File: config.mk
export PLATFORM = sky130hd
export DESIGN_NAME = ascii_register_bus_slave
export DESIGN_NICKNAME = d
export VERILOG_FILES = /design/src/rtl/core/arb_pkg.sv /design/src/rtl/core/arb_ram.sv /design/src/rtl/core/arb_digits.sv /design/src/rtl/core/ascii_register_bus_slave.sv
export SDC_FILE = /design/constraint.sdc
export NUM_CORES = 2
export LEC_CHECK = 0
export ABC_AREA = 1
export CORE_UTILIZATION = 50
export DETAILED_ROUTE_END_ITERATION = 10
export DONT_BUFFER_PORTS = 1
export GPL_TIMING_DRIVEN = 0
export REMOVE_ABC_BUFFERS = 1
export SLEW_MARGIN = 20
export SYNTH_ARGS = -nofsm -noshare
export SYNTH_HDL_FRONTEND = slang
export SYNTH_HIERARCHICAL = 1
export SYNTH_SLANG_ARGS = --single-unit
File: constraint.sdc
create_clock -name i_clk -period 7.2 [get_ports i_clk]
set_input_delay 0.36 -clock i_clk [delete_from_list [all_inputs] [get_ports i_clk]]
set_output_delay 0.36 -clock i_clk [all_outputs]
set_load 0.02 [all_outputs]
File: src/rtl/core/arb_pkg.sv
`timescale 1ns / 1ps
// ----------------------------------------------------------------------------
// arb_pkg
// Shared types, codes and helpers for the ASCII register bus slave.
// ----------------------------------------------------------------------------
package arb_pkg;

    localparam int REG_COUNT = 64;
    localparam int IDX_W     = (REG_COUNT > 1) ? $clog2(REG_COUNT) : 1;

    localparam logic [1:0] FUNC_LINE  = 2'd0;
    localparam logic [1:0] FUNC_READ  = 2'd1;
    localparam logic [1:0] FUNC_WRITE = 2'd2;

    localparam logic [7:0] CFG_DEVICE_ID  = 8'd0;
    localparam logic [7:0] CFG_WRITE_CODE = 8'd1;
    localparam logic [7:0] CFG_REPLY_CODE = 8'd2;

    localparam logic [7:0] CH_HASH  = 8'h23;
    localparam logic [7:0] CH_AMP   = 8'h26;
    localparam logic [7:0] CH_MINUS = 8'h2D;
    localparam logic [7:0] CH_ZERO  = 8'h30;
    localparam logic [7:0] CH_NINE  = 8'h39;
    localparam logic [7:0] CH_CR    = 8'h0D;
    localparam logic [7:0] CH_LF    = 8'h0A;

    typedef struct packed {
        logic [1:0]         func;
        logic [7:0]         line_byte;
        logic [5:0]         local_addr;
        logic signed [15:0] local_data;
    } t_in;

    typedef struct packed {
        logic               is_local;
        logic [7:0]         tx_byte;
        logic signed [15:0] read_data;
        logic [5:0]         last_address;
        logic               end_of_run;
    } t_out;

    typedef struct packed {
        logic        start;
        logic        take;
        logic [15:0] value;
    } t_dig_ctl;

    typedef struct packed {
        logic       valid;
        logic       last;
        logic [7:0] char_out;
    } t_dig_sts;

    // Clamp a 16-bit two's complement value into the register range.
    function automatic logic [IDX_W-1:0] clamp_index(input logic [15:0] v);
        logic [IDX_W-1:0] r;
        if (v[15]) begin
            r = '0;
        end else if (v > 16'(REG_COUNT - 1)) begin
            r = IDX_W'(REG_COUNT - 1);
        end else begin
            r = v[IDX_W-1:0];
        end
        return r;
    endfunction

endpackage

File: src/rtl/core/arb_ram.sv
`timescale 1ns / 1ps
// ----------------------------------------------------------------------------
// arb_ram
// Generic single write, single read RAM with registered read data.
// ----------------------------------------------------------------------------
module arb_ram #(
    parameter int WIDTH = 16,
    parameter int DEPTH = 64
) (
    input  logic                                     i_clk,
    input  logic                                     i_we,
    input  logic [((DEPTH > 1) ? $clog2(DEPTH) : 1)-1:0] i_waddr,
    input  logic [WIDTH-1:0]                         i_wdata,
    input  logic                                     i_re,
    input  logic [((DEPTH > 1) ? $clog2(DEPTH) : 1)-1:0] i_raddr,
    output logic [WIDTH-1:0]                         o_rdata
);

    logic [WIDTH-1:0] r_mem [DEPTH];
    logic [WIDTH-1:0] r_rdata;

    always_ff @(posedge i_clk) begin
        if (i_we) begin
            r_mem[i_waddr] <= i_wdata;
        end
        if (i_re) begin
            r_rdata <= r_mem[i_raddr];
        end
    end

    assign o_rdata = r_rdata;

endmodule

File: src/rtl/core/arb_digits.sv
`timescale 1ns / 1ps
// ----------------------------------------------------------------------------
// arb_digits
// Signed decimal text serializer: sign, digits, CR, LF, one char per take.
// ----------------------------------------------------------------------------
module arb_digits
    import arb_pkg::*;
(
    input  logic     i_clk,
    input  logic     i_rst_n,
    input  t_dig_ctl i_ctl,
    output t_dig_sts o_sts
);

    localparam logic [2:0] D_IDLE = 3'd0;
    localparam logic [2:0] D_SIGN = 3'd1;
    localparam logic [2:0] D_DIG  = 3'd2;
    localparam logic [2:0] D_PUT  = 3'd3;
    localparam logic [2:0] D_CR   = 3'd4;
    localparam logic [2:0] D_LF   = 3'd5;

    localparam logic [15:0] POW [5] = '{16'd10000, 16'd1000, 16'd100, 16'd10, 16'd1};

    logic [2:0]  r_state, n_state;
    logic [15:0] r_mag, n_mag;
    logic [2:0]  r_idx, n_idx;
    logic [3:0]  r_digit, n_digit;
    logic        r_started, n_started;

    logic        ge;
    logic [15:0] pw;

    // shared compare and subtract against the current power of ten
    assign pw = POW[r_idx];
    assign ge = (r_mag >= pw);

    always_comb begin
        n_state   = r_state;
        n_mag     = r_mag;
        n_idx     = r_idx;
        n_digit   = r_digit;
        n_started = r_started;
        if (i_ctl.start) begin
            n_mag     = i_ctl.value[15] ? (16'd0 - i_ctl.value) : i_ctl.value;
            n_idx     = '0;
            n_digit   = '0;
            n_started = 1'b0;
            n_state   = i_ctl.value[15] ? D_SIGN : D_DIG;
        end else begin
            unique case (r_state)
                D_SIGN: begin
                    if (i_ctl.take) n_state = D_DIG;
                end
                D_DIG: begin
                    if (ge) begin
                        n_mag   = r_mag - pw;
                        n_digit = r_digit + 4'd1;
                    end else if (r_digit != 4'd0 || r_started || r_idx == 3'd4) begin
                        n_state = D_PUT;
                    end else begin
                        n_idx = r_idx + 3'd1;
                    end
                end
                D_PUT: begin
                    if (i_ctl.take) begin
                        n_started = 1'b1;
                        n_digit   = '0;
                        if (r_idx == 3'd4) begin
                            n_state = D_CR;
                        end else begin
                            n_idx   = r_idx + 3'd1;
                            n_state = D_DIG;
                        end
                    end
                end
                D_CR: begin
                    if (i_ctl.take) n_state = D_LF;
                end
                D_LF: begin
                    if (i_ctl.take) n_state = D_IDLE;
                end
                default: n_state = D_IDLE;
            endcase
        end
    end

    always_ff @(posedge i_clk) begin
        if (!i_rst_n) begin
            r_state <= D_IDLE;
        end else begin
            r_state <= n_state;
        end
        r_mag     <= n_mag;
        r_idx     <= n_idx;
        r_digit   <= n_digit;
        r_started <= n_started;
    end

    always_comb begin
        o_sts.valid    = 1'b0;
        o_sts.last     = 1'b0;
        o_sts.char_out = CH_LF;
        unique case (r_state)
            D_SIGN: begin
                o_sts.valid    = 1'b1;
                o_sts.char_out = CH_MINUS;
            end
            D_PUT: begin
                o_sts.valid    = 1'b1;
                o_sts.char_out = CH_ZERO + {4'd0, r_digit};
            end
            D_CR: begin
                o_sts.valid    = 1'b1;
                o_sts.char_out = CH_CR;
            end
            D_LF: begin
                o_sts.valid = 1'b1;
                o_sts.last  = 1'b1;
            end
            default: o_sts.valid = 1'b0;
        endcase
    end

endmodule

File: src/rtl/core/ascii_register_bus_slave.sv
`timescale 1ns / 1ps
// ----------------------------------------------------------------------------
// ascii_register_bus_slave
// Slave of an ASCII register bus with a local read and write port.
// ----------------------------------------------------------------------------
// Input channel (i_in_valid / o_in_ready) carries one word per line byte,
// local read or local write. Output channel (o_out_valid / i_out_ready)
// carries reply bytes and local read answers through one output register.
// Configuration writes (device id, write code, reply code) are always accepted.
// Line bytes and local writes are taken in the idle state; a local read
// reads the bank, then waits for the output register. An accepted frame is
// answered with '&' and five decimal numbers, each with CRLF; each digit
// is found in the shared compare-subtract unit. No input is taken while a
// local read or a reply is in flight.
// Reset clears the parser, the last address and the register bank: each
// bank entry has a valid bit, so an unwritten entry reads as zero at once.
// A stalled receiver holds the output register; the block waits with it.
// ----------------------------------------------------------------------------
module ascii_register_bus_slave
    import arb_pkg::*;
(
    input  logic       i_clk,
    input  logic       i_rst_n,
    input  logic       i_in_valid,
    output logic       o_in_ready,
    input  t_in        i_in,
    output logic       o_out_valid,
    input  logic       i_out_ready,
    output t_out       o_out,
    input  logic       i_cfg_valid,
    output logic       o_cfg_ready,
    input  logic [7:0] i_cfg_index,
    input  logic [7:0] i_cfg_data
);

    localparam logic [2:0] S_IDLE = 3'd0;
    localparam logic [2:0] S_LRD  = 3'd1;
    localparam logic [2:0] S_RD   = 3'd2;
    localparam logic [2:0] S_RW   = 3'd3;
    localparam logic [2:0] S_AMP  = 3'd4;
    localparam logic [2:0] S_NUM  = 3'd5;

    // configuration
    logic [7:0] r_dev_id, r_wr_code, r_rep_code;

    // control
    logic [2:0]  r_state, n_state;
    logic [2:0]  r_phase, n_phase;
    logic [15:0] r_acc, n_acc;
    logic        r_minus, n_minus;
    logic        r_digits, n_digits;
    logic [15:0] r_fld [4];
    logic [15:0] r_sum, n_sum;
    logic [IDX_W-1:0] r_last, n_last;
    logic [2:0]  r_k, n_k;
    logic [15:0] r_reg, r_rsum, r_rbase;
    logic [REG_COUNT-1:0] r_vld;
    logic        r_rvld;

    // output register
    logic r_ov;
    t_out r_out, n_out;
    logic load;
    logic slot_free;

    // bank access
    logic             we, re;
    logic [IDX_W-1:0] waddr, raddr;
    logic [15:0]      wdata, rdata, rval;

    // number serializer
    t_dig_ctl dctl;
    t_dig_sts dsts;
    logic [15:0] sel_val;

    logic        accept, line_in;
    logic [7:0]  b;
    logic [15:0] value;
    logic        fld_we;
    logic [1:0]  fld_idx;
    logic        hit;
    logic [IDX_W-1:0] faddr, laddr;
    logic [15:0] last16;

    assign o_cfg_ready = 1'b1;
    assign o_in_ready  = (r_state == S_IDLE);
    assign accept      = i_in_valid && o_in_ready;
    assign line_in     = accept && (i_in.func == FUNC_LINE);
    assign b           = i_in.line_byte;
    assign slot_free   = !r_ov || i_out_ready;
    assign value       = r_minus ? (16'd0 - r_acc) : r_acc;
    assign faddr       = clamp_index(r_fld[2]);
    assign laddr       = clamp_index(16'(i_in.local_addr));
    assign last16      = 16'(r_last);
    assign rval        = r_rvld ? rdata : 16'd0;

    always_ff @(posedge i_clk) begin
        if (!i_rst_n) begin
            r_dev_id   <= 8'd0;
            r_wr_code  <= 8'd1;
            r_rep_code <= 8'd2;
        end else if (i_cfg_valid) begin
            unique case (i_cfg_index)
                CFG_DEVICE_ID:  r_dev_id   <= i_cfg_data;
                CFG_WRITE_CODE: r_wr_code  <= i_cfg_data;
                CFG_REPLY_CODE: r_rep_code <= i_cfg_data;
                default: ;
            endcase
        end
    end

    // parser and sequencer
    always_comb begin
        n_state  = r_state;
        n_phase  = r_phase;
        n_acc    = r_acc;
        n_minus  = r_minus;
        n_digits = r_digits;
        n_sum    = r_sum;
        n_last   = r_last;
        n_k      = r_k;
        fld_we   = 1'b0;
        fld_idx  = r_phase[1:0] - 2'd1;
        hit      = 1'b0;
        we       = 1'b0;
        waddr    = laddr;
        wdata    = i_in.local_data;
        re       = 1'b0;
        raddr    = laddr;
        load     = 1'b0;
        n_out    = r_out;
        dctl.start = 1'b0;
        dctl.take  = 1'b0;
        dctl.value = sel_val;

        unique case (r_state)
            S_IDLE: begin
                if (accept && i_in.func == FUNC_READ) begin
                    re      = 1'b1;
                    n_state = S_LRD;
                end else if (accept && i_in.func == FUNC_WRITE) begin
                    we = 1'b1;
                end else if (line_in) begin
                    if (r_phase == 3'd0) begin
                        if (b == CH_HASH) begin
                            n_phase  = 3'd1;
                            n_acc    = '0;
                            n_minus  = 1'b0;
                            n_digits = 1'b0;
                        end
                    end else if (b >= CH_ZERO && b <= CH_NINE) begin
                        n_acc    = (r_acc << 3) + (r_acc << 1) + 16'(b - CH_ZERO);
                        n_digits = 1'b1;
                    end else if (b == CH_MINUS) begin
                        n_minus = 1'b1;
                    end else if (r_digits || r_minus) begin
                        n_acc    = '0;
                        n_minus  = 1'b0;
                        n_digits = 1'b0;
                        if (r_phase < 3'd5) begin
                            fld_we  = 1'b1;
                            n_sum   = (r_phase == 3'd1) ? value : r_sum + value;
                            n_phase = r_phase + 3'd1;
                        end else begin
                            n_phase = (b == CH_HASH) ? 3'd1 : 3'd0;
                            hit = (r_fld[0] == {8'd0, r_dev_id}) && (r_sum == value);
                            if (hit) begin
                                n_last  = faddr;
                                we      = (r_fld[1] == {8'd0, r_wr_code});
                                waddr   = faddr;
                                wdata   = r_fld[3];
                                n_state = S_RD;
                            end
                        end
                    end
                end
            end
            S_LRD: begin
                if (slot_free) begin
                    load               = 1'b1;
                    n_out.is_local     = 1'b1;
                    n_out.tx_byte      = 8'd0;
                    n_out.read_data    = rval;
                    n_out.last_address = last16[5:0];
                    n_out.end_of_run   = 1'b1;
                    n_state            = S_IDLE;
                end
            end
            S_RD: begin
                re      = 1'b1;
                raddr   = r_last;
                n_state = S_RW;
            end
            S_RW: begin
                n_state = S_AMP;
            end
            S_AMP: begin
                if (slot_free) begin
                    load               = 1'b1;
                    n_out.is_local     = 1'b0;
                    n_out.tx_byte      = CH_AMP;
                    n_out.read_data    = 16'd0;
                    n_out.last_address = last16[5:0];
                    n_out.end_of_run   = 1'b0;
                    n_k                = 3'd0;
                    dctl.start         = 1'b1;
                    n_state            = S_NUM;
                end
            end
            S_NUM: begin
                if (slot_free && dsts.valid) begin
                    load               = 1'b1;
                    dctl.take          = 1'b1;
                    n_out.is_local     = 1'b0;
                    n_out.tx_byte      = dsts.char_out;
                    n_out.read_data    = 16'd0;
                    n_out.last_address = last16[5:0];
                    n_out.end_of_run   = dsts.last && (r_k == 3'd4);
                    if (dsts.last) begin
                        if (r_k == 3'd4) begin
                            n_state = S_IDLE;
                        end else begin
                            n_k        = r_k + 3'd1;
                            dctl.start = 1'b1;
                        end
                    end
                end
            end
            default: n_state = S_IDLE;
        endcase
    end

    // value of the next reply number
    always_comb begin
        unique case (n_k)
            3'd0:    sel_val = r_fld[0];
            3'd1:    sel_val = {8'd0, r_rep_code};
            3'd2:    sel_val = last16;
            3'd3:    sel_val = r_reg;
            default: sel_val = r_rsum;
        endcase
    end

    always_ff @(posedge i_clk) begin
        if (!i_rst_n) begin
            r_state  <= S_IDLE;
            r_phase  <= 3'd0;
            r_acc    <= '0;
            r_minus  <= 1'b0;
            r_digits <= 1'b0;
            r_sum    <= '0;
            r_last   <= '0;
            r_k      <= '0;
            r_vld    <= '0;
            r_ov     <= 1'b0;
            for (int i = 0; i < 4; i++) r_fld[i] <= '0;
        end else begin
            r_state  <= n_state;
            r_phase  <= n_phase;
            r_acc    <= n_acc;
            r_minus  <= n_minus;
            r_digits <= n_digits;
            r_sum    <= n_sum;
            r_last   <= n_last;
            r_k      <= n_k;
            if (we) r_vld[waddr] <= 1'b1;
            if (fld_we) r_fld[fld_idx] <= value;
            if (load) begin
                r_ov <= 1'b1;
            end else if (i_out_ready) begin
                r_ov <= 1'b0;
            end
        end
        if (load) r_out <= n_out;
        if (re) r_rvld <= r_vld[raddr];
        // reply sum: base of id, reply code and address, then add the register
        if (hit) r_rbase <= r_fld[0] + {8'd0, r_rep_code} + 16'(faddr);
        if (r_state == S_RW) begin
            r_reg  <= rval;
            r_rsum <= r_rbase + rval;
        end
    end

    arb_ram #(
        .WIDTH (16),
        .DEPTH (REG_COUNT)
    ) u_bank (
        .i_clk   (i_clk),
        .i_we    (we),
        .i_waddr (waddr),
        .i_wdata (wdata),
        .i_re    (re),
        .i_raddr (raddr),
        .o_rdata (rdata)
    );

    arb_digits u_digits (
        .i_clk   (i_clk),
        .i_rst_n (i_rst_n),
        .i_ctl   (dctl),
        .o_sts   (dsts)
    );

    assign o_out_valid = r_ov;
    assign o_out       = r_out;

`ifndef ASSERT_OFF
    a_eor_lf: assert property (@(posedge i_clk) disable iff (!i_rst_n)
        (o_out_valid && !o_out.is_local && o_out.end_of_run) |-> (o_out.tx_byte == CH_LF))
        else $error("reply run does not end in LF");
    a_local_ans: assert property (@(posedge i_clk) disable iff (!i_rst_n)
        (o_out_valid && o_out.is_local) |-> (o_out.end_of_run && o_out.tx_byte == 8'd0))
        else $error("malformed local read answer");
    a_phase: assert property (@(posedge i_clk) disable iff (!i_rst_n)
        r_phase <= 3'd5)
        else $error("parse phase out of range");
    a_num_busy: assert property (@(posedge i_clk) disable iff (!i_rst_n)
        (r_state == S_NUM && !dsts.valid) |=> (r_state == S_NUM))
        else $error("reply left before number done");
`endif

endmodule
Word-level counts from Yosys, hierarchy flattened:

Memories as Yosys holds them, arrays and structs flattened. A register that Yosys moved wholly into a read port is not among the register bits.
Index checks and enable logic that the tools add are counted.

* register bits after elaboration: 246
* latch bits: 0
* bits in writable memories: 1088
* bits in read-only memories: 128
* input port bits: 53
* output and inout bits: 35
* logic and storage cells: 313
* memories kept: 3

Memories
* u_bank.r_mem: depth 64, width 16, rd ports 1, clocked after memory_dff 1, wr ports 1, line arb_ram.sv:19 `logic [WIDTH-1:0] r_mem [DEPTH];`
* (no name shown): depth 8, width 16, rd ports 1, clocked after memory_dff 0, wr ports 0, line arb_digits.sv:34 `assign pw = POW[r_idx];`
* r_fld: depth 4, width 16, rd ports 4, clocked after memory_dff 0, wr ports 4, line ascii_register_bus_slave.sv:52 `logic [15:0] r_fld [4];`

* add/sub/neg operators: 16
* multiply operators: 0
* divide/modulo/power cells: 0
* magnitude comparators: 9
* eq/ne operators: 53
* shifts and indexed selects: 0
* mux-type cells: 151
* bitwise logic cells: 8
* reduce and logical (&&, ||, !) cells: 46

Operators with widths (count)
* 2-to-1 mux 16 bit: 25
* 2-to-1 mux 3 bit: 36
* 2-to-1 mux 32 bit: 3
* one-hot mux 32 bit (3 select lines): 1
* 2-to-1 mux 6 bit: 13
* adder 16 bit: 4
* OR 64 bit: 1
* one-hot mux 16 bit (4 select lines): 1
* 2-to-1 mux 1 bit: 56
* != test 3 bit (second input constant): 11
* == test 16 x 8 -> 1 bit: 2
* subtractor 1 x 16 -> 16 bit (first input constant): 2
* one-hot mux 8 bit (3 select lines): 1
* != test 2 bit (second input constant): 11
* == test 3 x 2 -> 1 bit (second input constant): 6
* == test 3 bit (second input constant): 6
* one-hot mux 3 bit (6 select lines): 1
* adder 16 x 6 -> 16 bit: 1
* adder 16 x 8 -> 16 bit: 1
* == test 16 bit: 1
* == test 8 x 6 -> 1 bit (second input constant): 2
* >= comparator 16 bit: 1
* greater-than comparator 16 x 6 -> 1 bit (second input constant): 1
* OR reduction 16 bit: 1
* other kinds (50): 95

Logic depth before layout (Yosys ltp):

* depth after elaboration: 19
* depth in mapped cells: 27
* mapped depth without buffers: 27

Hierarchy:

The synthesis kept the hierarchy.

By module, submodules not included
* arb_ram: times used 1, cells each 3534, area an instance 42300.6 µm², seq. area each 31230.0 µm²
* ascii_register_bus_slave: times used 1, cells each 1971, area an instance 15859.0 µm², seq. area each 7116.8 µm²
* arb_digits: times used 1, cells each 380, area an instance 2518.7 µm², seq. area each 700.7 µm²

Least setup slack after synthesis:

OpenSTA, ideal clock, no wires.

* path kind: register to register
* from: register r_acc[0]
* to: memory u_bank.r_mem[61][0], enable pin
* setup time: 0.409 ns
* arrival: 4.665 ns
* required time: 6.791 ns
* path slack: 2.126 ns
* cell stages (with the launch flop): 23
* buffers on the path: 0
* period minus slack after synthesis: 5.074 ns
* cell sequence: dfxtp_1 inv_2 ha_1 nand3_1 nor2_1 nand2_1 nor3_1 nand2_1 o21ai_0 xor2_1 inv_1 ha_1 nor2_1 nand2_1 nor2_1 nand2_1 nor2_1 nand3_4 o21ai_2 inv_1 nor3_1 inv_1 nor3_1

* elaborated cells on any way between the ends: 26
* classes of those cells: add/sub (1); eq/ne (1); mux (23); reduce/logical (1)

RTL lines
* start: declaration: line ascii_register_bus_slave.sv:49 `logic [15:0] r_acc, n_acc;`
* start signal: assignment: line ascii_register_bus_slave.sv:260 `r_acc <= n_acc;`
* subtractor 1 x 16 -> 16 bit: line ascii_register_bus_slave.sv:91 `assign value = r_minus ? (16'd0 - r_acc) : r_acc;`
* 2-to-1 mux 16 bit *: line ascii_register_bus_slave.sv:91
* == test 16 bit *: line ascii_register_bus_slave.sv:166 `hit = (r_fld[0] == {8'd0, r_dev_id}) && (r_sum == value);`
* logical AND 1 bit *: line ascii_register_bus_slave.sv:166
* 2-to-1 mux 6 bit *: line ascii_register_bus_slave.sv:167 `if (hit) begin`
* 2-to-1 mux 6 bit *: line ascii_register_bus_slave.sv:160 `if (r_phase < 3'd5) begin`
* 2-to-1 mux 6 bit *: line ascii_register_bus_slave.sv:156 `end else if (r_digits || r_minus) begin`
* 2-to-1 mux 6 bit *: line ascii_register_bus_slave.sv:154 `end else if (b == CH_MINUS) begin`
* 2-to-1 mux 6 bit *: line ascii_register_bus_slave.sv:151 `end else if (b >= CH_ZERO && b <= CH_NINE) begin`
* 2-to-1 mux 6 bit *: line ascii_register_bus_slave.sv:144 `if (r_phase == 3'd0) begin`
* 2-to-1 mux 6 bit *: line ascii_register_bus_slave.sv:143 `end else if (line_in) begin`
* 2-to-1 mux 6 bit *: line ascii_register_bus_slave.sv:141 `end else if (accept && i_in.func == FUNC_WRITE) begin`
* 2-to-1 mux 6 bit *: line ascii_register_bus_slave.sv:138 `if (accept && i_in.func == FUNC_READ) begin`
* 2-to-1 mux 6 bit *: line ascii_register_bus_slave.sv:136 `unique case (r_state)`
* named net waddr[0]: line ascii_register_bus_slave.sv:68 `logic [IDX_W-1:0] waddr, raddr;`
* end: declaration: line arb_ram.sv:19

The timed path passes the listed nets; every way through them passes the cells marked *.

Final worst setup path:

* from: register r_acc[0]
* to: memory u_bank.r_mem[27][13], enable pin

The elaborated chain is that of the path after synthesis.

==> impl_results.md <==
- # rows: 127
- Area Growth Syn to Fin: 11.8%
- Critical Path Sink Type: register
- Largest registers: u_bank/r_mem: 1024 flops, r_fld: 64 flops, r_vld: 64 flops
- Final Hold Fails: 0
- RSZ-0062 raised after global routing: no
- Core area: approximately 0.12 mm^2
- Syn_area_per_cell: around 10 um^2
- Post-synthesis sequential area ratio: 0.644
- Psw: 0.00829 W
- Worst Hold Class: in -> reg
- # DRC: 0
- Predominant post-synthesis flop cell: edfxtp_1
- Slew Limit Fails: 0
- Cell count after synthesis: about 6000
- Die width: 350 um
- Max-slew headroom: 0.282
- Finished Layout Cells: 7593
- Worst hold start: i_in[24]
- H-tree depth: 4
- Synth cell types: 60
- Pre-CTS worst setup slack: 0.488 ns
- Max reg flops: a little over 1000
- Max_cap viols: 0
- Final nets: about 6000
- FMAX: approximately 150 MHz
- Number of synthesized flops with an enable pin: 1201
- Final setup margin: approximately 0.56 ns
- Clk pwr share: 0.306
- Initial Util: 0.505
- Combinational share of power: 0.301
- Number of global-route vias before repair: around 39000
- Max clock buf depth: 3
- I/O Buffers: 0
- Post-detail-place hpwl: between 90000 and 100000 um
- Initial antenna violation count: 8
- Post-synthesis async set-or-reset flop share: 0
- Clk_skew: 0.0273 ns
- Later-pin clock latency in the skew report: approximately 0.76 ns
- Register share of total power: 0.393
- Worst vdd ir: between 0.2 and 0.3 mV
- Worst flop-to-flop path startpoint: r_acc[0]$_SDFFE_PN0P_
- Vias: roughly 42000
- Pleak: approximately 25 nW
- Worst Tran Pin Value: between 1 and 1.5 ns
- First-pass GRT wire length: 243000 um
- Vias per std cell: about 5.6
- Hold WS: between 0.06 and 0.07 ns
- Commonest non-fill, non-tap cells in the layout: nand2_1 (1815), edfxtp_1 (1201), nand3_1 (976)
- Clk sinks: roughly 1400
- Grt ovf: 0
- Outcome: finished clean
- DRT Pass-1 Iters: 6
- WP data arrival: 7.08 ns
- Tcrit/Tclk final: 0.922
- I/O Pins: between 80 and 90
- Setup crit start kind: register
- Clock root buffer: clkbuf_16
- Commonest non-fill, non-tap cell in the layout: nand2_1
- WL/cell: roughly 21 um
- Largest net degree at the start of global routing: ~180
- Chip height: 350 um
- Overall Global Routing Usage: 0.264
- Detail Route Antenna Nets: 0
- Switching part of the total: 0.355
- Number of synthesized register bits: between 1000 and 1500
- GPL Wtd Cong: about 0.88
- Dpl cells: ~7300
- Largest Register: u_bank/r_mem
- Mapped cell area: roughly 0.061 mm^2
- CTS tree: yes
- Setup CP Type: reg -> reg
- Pint: between 0.015 and 0.02 W
- Synth warn: 6
- Iteration-0 DRC Markers: between 4000 and 5000
- Setup violators final: 0
- CP Data Required Time: between 7 and 8 ns
- Power Dens Cells: about 340 mW/mm^2
- Pwr Total: 0.0234 W
- Share of post-route cells with drive strength above 1: 0.0771
- Die Area: ~0.12 mm^2
- Postcts setup bufs: 0
- Reg clk slew, reported paths: roughly 0.060 ns
- Worst-path fanout max: 10
- Final WL: approximately 160000 um
- Crit path from: r_acc[0]$_SDFFE_PN0P_
- Final Critical Period: between 6 and 7 ns
- Total CTS buffers: ~140
final timing paths:
path / end / slack [ns] / cells after the start
setup / recovery: u_bank/r_mem[27][13]$_DFFE_PP_ / 0.56 / 23
hold / removal: r_acc[2]$_SDFFE_PN0P_ / 0.06 / 4
setup reg to reg: u_bank/r_mem[27][13]$_DFFE_PP_ / 0.56 / 23
hold reg to reg: r_vld[17]$_SDFFE_PN0P_ / 0.45 / 2
logic make-up after synthesis:
logic type	after synthesis	share of synthesized area
AOI/OAI and AO/OA	472	0.0434
xor gates and xnor gates	55	0.00794
adders and majority gates	106	0.0247
buffers and inverters	654	0.0513
DFF	1350	0.644
other	2	0.000124
and+or+nand+nor	3246	0.229
worst max-delay path, cell delays in order, from the launching register on:
cell and delay, ns:
dfxtp_1 0.41, inv_2 0.25, ha_1 0.21, nand3_1 0.10, nor2_1 0.14, nand2_1 0.08, nor3_1 0.18, nand2_1 0.10
o21ai_0 0.28, xor2_2 0.54, inv_1 0.12, ha_1 0.38, nor2_1 0.13, nand2_1 0.06, nor2_1 0.19, nand2_1 0.10
nor2_1 0.37, nand3_4 0.21, o21ai_2 0.53, inv_1 0.18, nor3_1 0.30, nand2_1 0.51, nor2_2 0.70, buf_8 0.23
area by class of cell:
type	count	area (um^2)
Clock buffer	199	3930
Multi-Input combinational cell	3882	19000
Antenna cell	5	12.5
Sequential cell	1350	39000
Clock inverter	66	609
Timing Repair Buffer	106	1780
Tap cell	1612	2020
Fill cell	10300	52300
Inverter	373	1450
per-stage QoR:
step	setup TNS (ns)	utilization	instance area, um^2
detailed placement	0	0.525	63100
CTS	0	0.565	67800
floorplan	-117.48	-	59000
finish	0	0.565	67800
global placement	-659.89	0.508	61000
global route	0	0.565	67800
metal layers:
layer	part of all wire	global-route usage	vias to the layer above
li1	-	-	20200
met1	0.44	0.382	20500
met2	0.45	0.407	1444
met3	0.078	0.0451	249
met4	0.027	0.0830	6
met5	0.00023	0	-
power groups by stage:
| stage | Combinational, W | Sequential [W] | Clock [W] |
|---|---|---|---|
| 2_1_floorplan | 0.00502 | 0.00932 | 0 |
| 3_3_place_gp | 0.00656 | 0.00938 | 0 |
| 6_report | 0.00704 | 0.00918 | 0.00717 |
| 5_1_grt | 0.00773 | 0.00921 | 0.00759 |
| 4_1_cts | 0.00700 | 0.00919 | 0.00729 |
| 3_5_place_dp | 0.00696 | 0.00935 | 0 |
repair_timing:
action / in CTS / in global routing
hold endpoints to repair: 62 / 0
endpoints found under the setup margin: 0 / 132
hold buffers: 19 / 0
gates resized for setup: 0 / 1
Yosys cell counts, types with 49 or more instances:
master,instances,area share
o21ai_0,151,0.012
nor2_1,285,0.018
dfxtp_1,149,0.049
a21oi_1,208,0.017
edfxtp_1,1201,0.59
nand3_1,976,0.081
inv_1,356,0.022
buf_6,49,0.0091
nor3_1,56,0.0046
ha_1,83,0.017
nand2_1,1833,0.11
buf_2,126,0.010
clkbuf_1,64,0.0040
Note: power is estimated with default switching activity, not from simulation.
